[src/design/chp_pkg.sv]
`timescale 1ns / 1ps
`default_nettype none
package chp_pkg;

    localparam int MAX_POINTS_DEF = 256;
    localparam int COORD_BITS_DEF = 16;
    localparam int FRAC_BITS_DEF  = 16;
    localparam int PERIM_W        = 34;
    localparam int STATUS_W       = 2;

    localparam logic [STATUS_W-1:0] ST_OK   = 2'd0;
    localparam logic [STATUS_W-1:0] ST_FEW  = 2'd1;
    localparam logic [STATUS_W-1:0] ST_OVER = 2'd2;

    // controller -> datapath
    typedef struct packed {
        logic load_en;
        logic walk_init;
        logic start_cmp;
        logic start_done;
        logic pick_diff;
        logic pick_mul;
        logic pick_cmp;
        logic scan_next;
        logic sqrt_go;
        logic accum;
        logic emit;
    } t_cmd;

    // datapath -> controller
    typedef struct packed {
        logic last_acc;
        logic bad;
        logic scan_last;
        logic used_hit;
        logic have_best;
        logic sqrt_done;
        logic walk_end;
        logic out_free;
    } t_stat;

endpackage
`default_nettype wire

[src/design/chp_ctrl.sv]
`timescale 1ns / 1ps
`default_nettype none
module chp_ctrl (
    input  wire logic          i_clk,
    input  wire logic          i_rst_n,
    input  wire chp_pkg::t_stat i_stat,
    output chp_pkg::t_cmd      o_cmd
);
    typedef enum logic [12:0] {
        S_IDLE      = 13'b0000000000001,
        S_CHECK     = 13'b0000000000010,
        S_START_RD  = 13'b0000000000100,
        S_START_CMP = 13'b0000000001000,
        S_START_END = 13'b0000000010000,
        S_PICK_RD   = 13'b0000000100000,
        S_PICK_DIFF = 13'b0000001000000,
        S_PICK_MUL  = 13'b0000010000000,
        S_PICK_CMP  = 13'b0000100000000,
        S_PICK_END  = 13'b0001000000000,
        S_SQRT      = 13'b0010000000000,
        S_ACCUM     = 13'b0100000000000,
        S_EMIT      = 13'b1000000000000
    } t_state;

    t_state r_state;
    t_state n_state;

    always_ff @(posedge i_clk) begin
        if (!i_rst_n) begin
            r_state <= S_IDLE;
        end else begin
            r_state <= n_state;
        end
    end

    always_comb begin
        n_state = r_state;
        o_cmd   = '0;
        case (r_state)
            S_IDLE: begin
                o_cmd.load_en = 1'b1;
                if (i_stat.last_acc) n_state = S_CHECK;
            end
            S_CHECK: begin
                o_cmd.walk_init = 1'b1;
                n_state = i_stat.bad ? S_EMIT : S_START_RD;
            end
            S_START_RD: begin
                n_state = S_START_CMP;
            end
            S_START_CMP: begin
                o_cmd.start_cmp = 1'b1;
                if (i_stat.scan_last) begin
                    n_state = S_START_END;
                end else begin
                    o_cmd.scan_next = 1'b1;
                    n_state = S_START_RD;
                end
            end
            S_START_END: begin
                o_cmd.start_done = 1'b1;
                n_state = S_PICK_RD;
            end
            S_PICK_RD: begin
                if (!i_stat.used_hit) begin
                    n_state = S_PICK_DIFF;
                end else if (i_stat.scan_last) begin
                    n_state = S_PICK_END;
                end else begin
                    o_cmd.scan_next = 1'b1;
                end
            end
            S_PICK_DIFF: begin
                o_cmd.pick_diff = 1'b1;
                n_state = S_PICK_MUL;
            end
            S_PICK_MUL: begin
                o_cmd.pick_mul = 1'b1;
                n_state = S_PICK_CMP;
            end
            S_PICK_CMP: begin
                o_cmd.pick_cmp = 1'b1;
                if (i_stat.scan_last) begin
                    n_state = S_PICK_END;
                end else begin
                    o_cmd.scan_next = 1'b1;
                    n_state = S_PICK_RD;
                end
            end
            S_PICK_END: begin
                if (i_stat.have_best) begin
                    o_cmd.sqrt_go = 1'b1;
                    n_state = S_SQRT;
                end else begin
                    n_state = S_EMIT;
                end
            end
            S_SQRT: begin
                if (i_stat.sqrt_done) n_state = S_ACCUM;
            end
            S_ACCUM: begin
                o_cmd.accum = 1'b1;
                n_state = i_stat.walk_end ? S_EMIT : S_PICK_RD;
            end
            S_EMIT: begin
                if (i_stat.out_free) begin
                    o_cmd.emit = 1'b1;
                    n_state = S_IDLE;
                end
            end
            default: begin
                n_state = S_IDLE;
            end
        endcase
    end

endmodule
`default_nettype wire

[config.mk]
export PLATFORM = sky130hd
export DESIGN_NAME = chp_ctrl
export DESIGN_NICKNAME = d
export VERILOG_FILES = /design/src/design/chp_pkg.sv /design/src/design/chp_ctrl.sv
export SDC_FILE = /design/constraint.sdc
export NUM_CORES = 1
export LEC_CHECK = 0
export ABC_AREA = 0
export BUFFER_PORTS_ARGS = -buffer_cell sky130_fd_sc_hd__buf_2
export CELL_PAD_IN_SITES_DETAIL_PLACEMENT = 1
export CELL_PAD_IN_SITES_GLOBAL_PLACEMENT = 2
export CORE_MARGIN = 2
export CORE_UTILIZATION = 33
export CTS_CLUSTER_SIZE = 24
export DETAILED_ROUTE_END_ITERATION = 10
export GPL_TIMING_DRIVEN = 0
export MAX_ROUTING_LAYER = met4
export PLACE_DENSITY = 0.87
export RECOVER_POWER = 25
export SLEW_MARGIN = 20
export SYNTH_ARGS = -nofsm -noshare
export SYNTH_HDL_FRONTEND = slang
export SYNTH_SLANG_ARGS = --single-unit
export TNS_END_PERCENT = 30
[constraint.sdc]
create_clock -name i_clk -period 5.15 [get_ports i_clk]
set_input_delay 1.03 -clock i_clk [delete_from_list [all_inputs] [get_ports i_clk]]
set_output_delay 1.03 -clock i_clk [all_outputs]
set_load 0.01 [all_outputs]
; ---- Word-level counts from Yosys, hierarchy flattened
; Index checks and enable logic that the tools add are counted.
[classes]
n_eq_ne = 17
reduce_logical = 2
muxes = 26
[op_table]
columns = operator, count
row1 = case mux 13 bit (13 select lines), 1
row2 = 2-to-1 mux 13 bit, 8
row3 = 2-to-1 mux 1 bit, 14
row4 = "equality test 13 x 1 -> 1 bit, second input constant", 1
row5 = "equality test 13 x 10 -> 1 bit, second input constant", 1
row6 = "equality test 13 x 11 -> 1 bit, second input constant", 1
row7 = "equality test 13 x 12 -> 1 bit, second input constant", 1
row8 = "equality test 13 bit, second input constant", 1
row9 = "equality test 13 x 2 -> 1 bit, second input constant", 1
row10 = "equality test 13 x 3 -> 1 bit, second input constant", 1
row11 = "equality test 13 x 4 -> 1 bit, second input constant", 1
row12 = "equality test 13 x 5 -> 1 bit, second input constant", 1
row13 = "equality test 13 x 6 -> 1 bit, second input constant", 1
row14 = "equality test 13 x 7 -> 1 bit, second input constant", 1
row15 = "equality test 13 x 8 -> 1 bit, second input constant", 1
row16 = "equality test 13 x 9 -> 1 bit, second input constant", 1
row17 = 2-to-1 mux 10 bit, 1
row18 = "!= test 2 bit, second input constant", 3
row19 = 2-to-1 mux 5 bit, 1
row20 = AND reduction 4 bit, 1
row21 = "!= test 3 bit, second input constant", 1
row22 = case mux 1 bit (2 select lines), 1
row23 = OR reduction 2 bit, 1
[word_totals]
elab_cells = 46
ff_bits = 13
output_inout_bits = 11
input_bits = 10

; ---- Depth between registers and ports, before layout
[logic_depth]
word_depth = 3
mapped_depth = 6
depth_no_buf = 5

; ---- Worst setup path after synthesis
; Ideal clock, no wire load.
[synth_path]
kind = reg2out
startpoint = reg r_state[0]
endpoint = out o_cmd[3] in the netlist's numbering
arrival_time_ns = 1.685
stages_incl_launch_ff = 6
required_time_ns = 4.120
path_slack_ns = 2.435
path_cell_list = dfxtp_1 buf_6 or4_4 nor3_2 nor2_1 a21oi_1
[synth_lines]
columns = item, line_no
row1 = start: declaration, chp_ctrl.sv:25  ; t_state r_state;
row2 = start signal: assignment, chp_ctrl.sv:32  ; r_state <= n_state;
row3 = end: declaration, chp_ctrl.sv:7  ; output chp_pkg::t_cmd o_cmd

==> impl_metrics.json <==
{
  "max_freq_ghz": 0.290,
  "routed_wl_um": 2790,
  "syn_avg_cell_area_um2": 8.77,
  "post_cts_resize_count": 0,
  "clock_sinks": 13,
  "fin_cells": 164,
  "r2r_cells": 6,
  "fin_ws_ns": 1.70,
  "grt_first_pass_wirelength_um": 4630,
  "cp.required_ns": 4.12,
  "synth_area_leader_cell": "dfxtp_1",
  "coreArea_um2": 2760,
  "die_h_um": 57.8,
  "rsz0062_at_grt": "false",
  "grt-ovfl-total": 0,
  "clockPowerShare_pct": 26.2,
  "top_register": "r_state",
  "syn_area_um2": 956,
  "ys_seq_area_share_pct": 27.2,
  "cts_buffers": 3,
  "pwr-share-comb_pct": 32.6,
  "drt_iter0_markers": 44,
  "clkSlewWorstSetupHoldPaths_ns": 0.09,
  "ys_ff_latch": 13,
  "synth-main-ff-cell": "dfxtp_1",
  "cts_root_buf": "clkbuf_4",
  "cts.htree.levels": 1,
  "drive_above_1_share_pct": 31.6,
  "path_class": "flip-flop to output port",
  "dr.pass1.iters": 4,
  "synthTopCellsByArea": "dfxtp_1, nor3_1, nor4_4",
  "grt_pass1_vias": 969,
  "dp_cells": 160,
  "swShare_pct": 34.2,
  "ys_async_sr_fraction_pct": 0,
  "clk_latency_ns": 0.29,
  "portBuffers": 20,
  "fin_crit_sh_pct": 66.9,
  "critPathLaunchType": "flip-flop",
  "crit_arrival_ns": 2.42,
  "synth-edff-count": 0,
  "placed_cell_area_um2": 1090,
  "dp_hpwl_um": 2140,
  "cp_max_fo": 10,
  "clk_path_buf_depth": 2,
  "via_count": 983,
  "final_cell_area_um2": 1100,
  "setup_tns_ns": 0,
  "ant_nets": 0,
  "status": "finished clean",
  "area_growth_pct": 15.6,
  "ios": 21,
  "drv_cap": 0,
  "post-route-min-period_ns": 3.45,
  "slew_viol_final": 0,
  "powerDensity_nw_per_um2": 233,
  "cts_setup_buffers": 0,
  "drc": 0,
  "postSynthNetCount": 119,
  "yosysWarnings": 0,
  "min_path_type": "flip-flop to flip-flop",
  "rows": 19,
  "internal_power_uw": 170,
  "vdd_drop_max_mv": 0.118,
  "relSlewSlack_pct": 55.5,
  "largest_reg_flops": 13,
  "cts_hold_buf": 0,
  "netlist.area_leader.share_pct": 27.2,
  "skew_ns": 0.00812,
  "gp_congestion": 0.823,
  "synthTopCellsByCount": "dfxtp_1, nor3_1, nor2_1, nand2_1",
  "hold_viol_final": 0,
  "die_w_um": 57.8,
  "fin_nets": 144,
  "leakage_uw": 0.000457,
  "synth_cell_type_count": 44,
  "final_core_util_pct": 40.1,
  "grt_max_degree": 11,
  "reg_top3": "r_state: 13 flops",
  "finalSetupViolCount": 0,
  "cp-end-kind": "output port",
  "switching_power_uw": 88.2,
  "antenna_found_initial": 0,
  "p_seq_share_pct": 41.2,
  "dieArea_um2": 3340,
  "num_antenna_cells": 0,
  "synth.most_common_cell": "dfxtp_1",
  "via_per_inst": 5.99,
  "place_ws_ns": 2.37,
  "cts_tree": "yes",
  "tightest_slew_ns": 0.661,
  "synthCells": 109,
  "track_usage_pct": 18.5,
  "wire_per_inst_um": 17.0,
  "worstHoldPathCells": 2,
  "floorplan.initialDensity_pct": 34.7
}
-- critical path: stages, from the launching register on --
cell and delay (ns):
dfxtp_1 0.31, clkbuf_1 0.20, or4_1 0.71, nor3_1 0.44, and4b_4 0.34, buf_2 0.13
-- placed cells by master (no fill, tap or decap), types with 4 or more instances in the layout --
cell type  Yosys  final
nand2_1        7      7
nor2_1         8      8
inv_1          4      4
nor3_1         9     10
dfxtp_1       13     13
buf_2          4     23
nand2b_1       4      4
nand4b_1       4      4
-- final cells by class --
class / count / area (um2)
timing repair buffer: 20 / 100
multi-input combinational: 85 / 612
buffer: 7 / 52.6
tap: 31 / 38.8
clock buffer: 4 / 26.3
sequential: 13 / 260
fill: 349 / 1650
inverter: 4 / 15.0
-- cells by family after synthesis --
logic type | after synthesis | share of synthesized area (%)
AO/OA/AOI/OAI | 16 | 12.4
AND/OR/NAND/NOR | 67 | 51.3
buffers and inverters | 11 | 7.20
XOR/XNOR | 2 | 1.83
flip-flops | 13 | 27.2
-- routing by layer --
metal / wire (um) / global-route usage, % / vias to the layer above
met5: 0 / - / -
met1: 1320 / 24.4 / 470
li1: - / - / 466
met2: 1230 / 27.3 / 38
met4: 72 / 8.97 / 0
met3: 161 / 3.13 / 9
-- power by group through the flow --
stage	clock, uW	sequential [uW]	combinational, uW
after floorplan	0	108	64.5
after global placement	0	108	83.2
after detailed placement	0	109	87.2
after CTS	69.5	106	88.1
after global routing	73.4	106	91.1
final	67.6	106	84.2
-- through the flow --
| stage | hold WS (ns) | total power (uW) |
|---|---|---|
| 6_report | 0.579 | 258 |
| 5_1_grt | 0.608 | 271 |
| 4_1_cts | 0.576 | 264 |
| 3_5_place_dp | 0.559 | 196 |
| 3_3_place_gp | 0.541 | 192 |
| 2_1_floorplan | 0.511 | 173 |
-- final timing paths --
check | start | to | slack [ns]
worst min register to register | r_state[12]$_SDFFE_PN0P_ | r_state[12]$_SDFFE_PN0P_ | 0.58
worst max-delay path | r_state[1]$_SDFFE_PN0P_ | o_cmd[7] | 1.70
worst max register to register | r_state[1]$_SDFFE_PN0P_ | r_state[0]$_SDFFE_PN1P_ | 2.83
worst min-delay path | r_state[12]$_SDFFE_PN0P_ | r_state[12]$_SDFFE_PN0P_ | 0.58
Power figures use the tool's default switching activity.
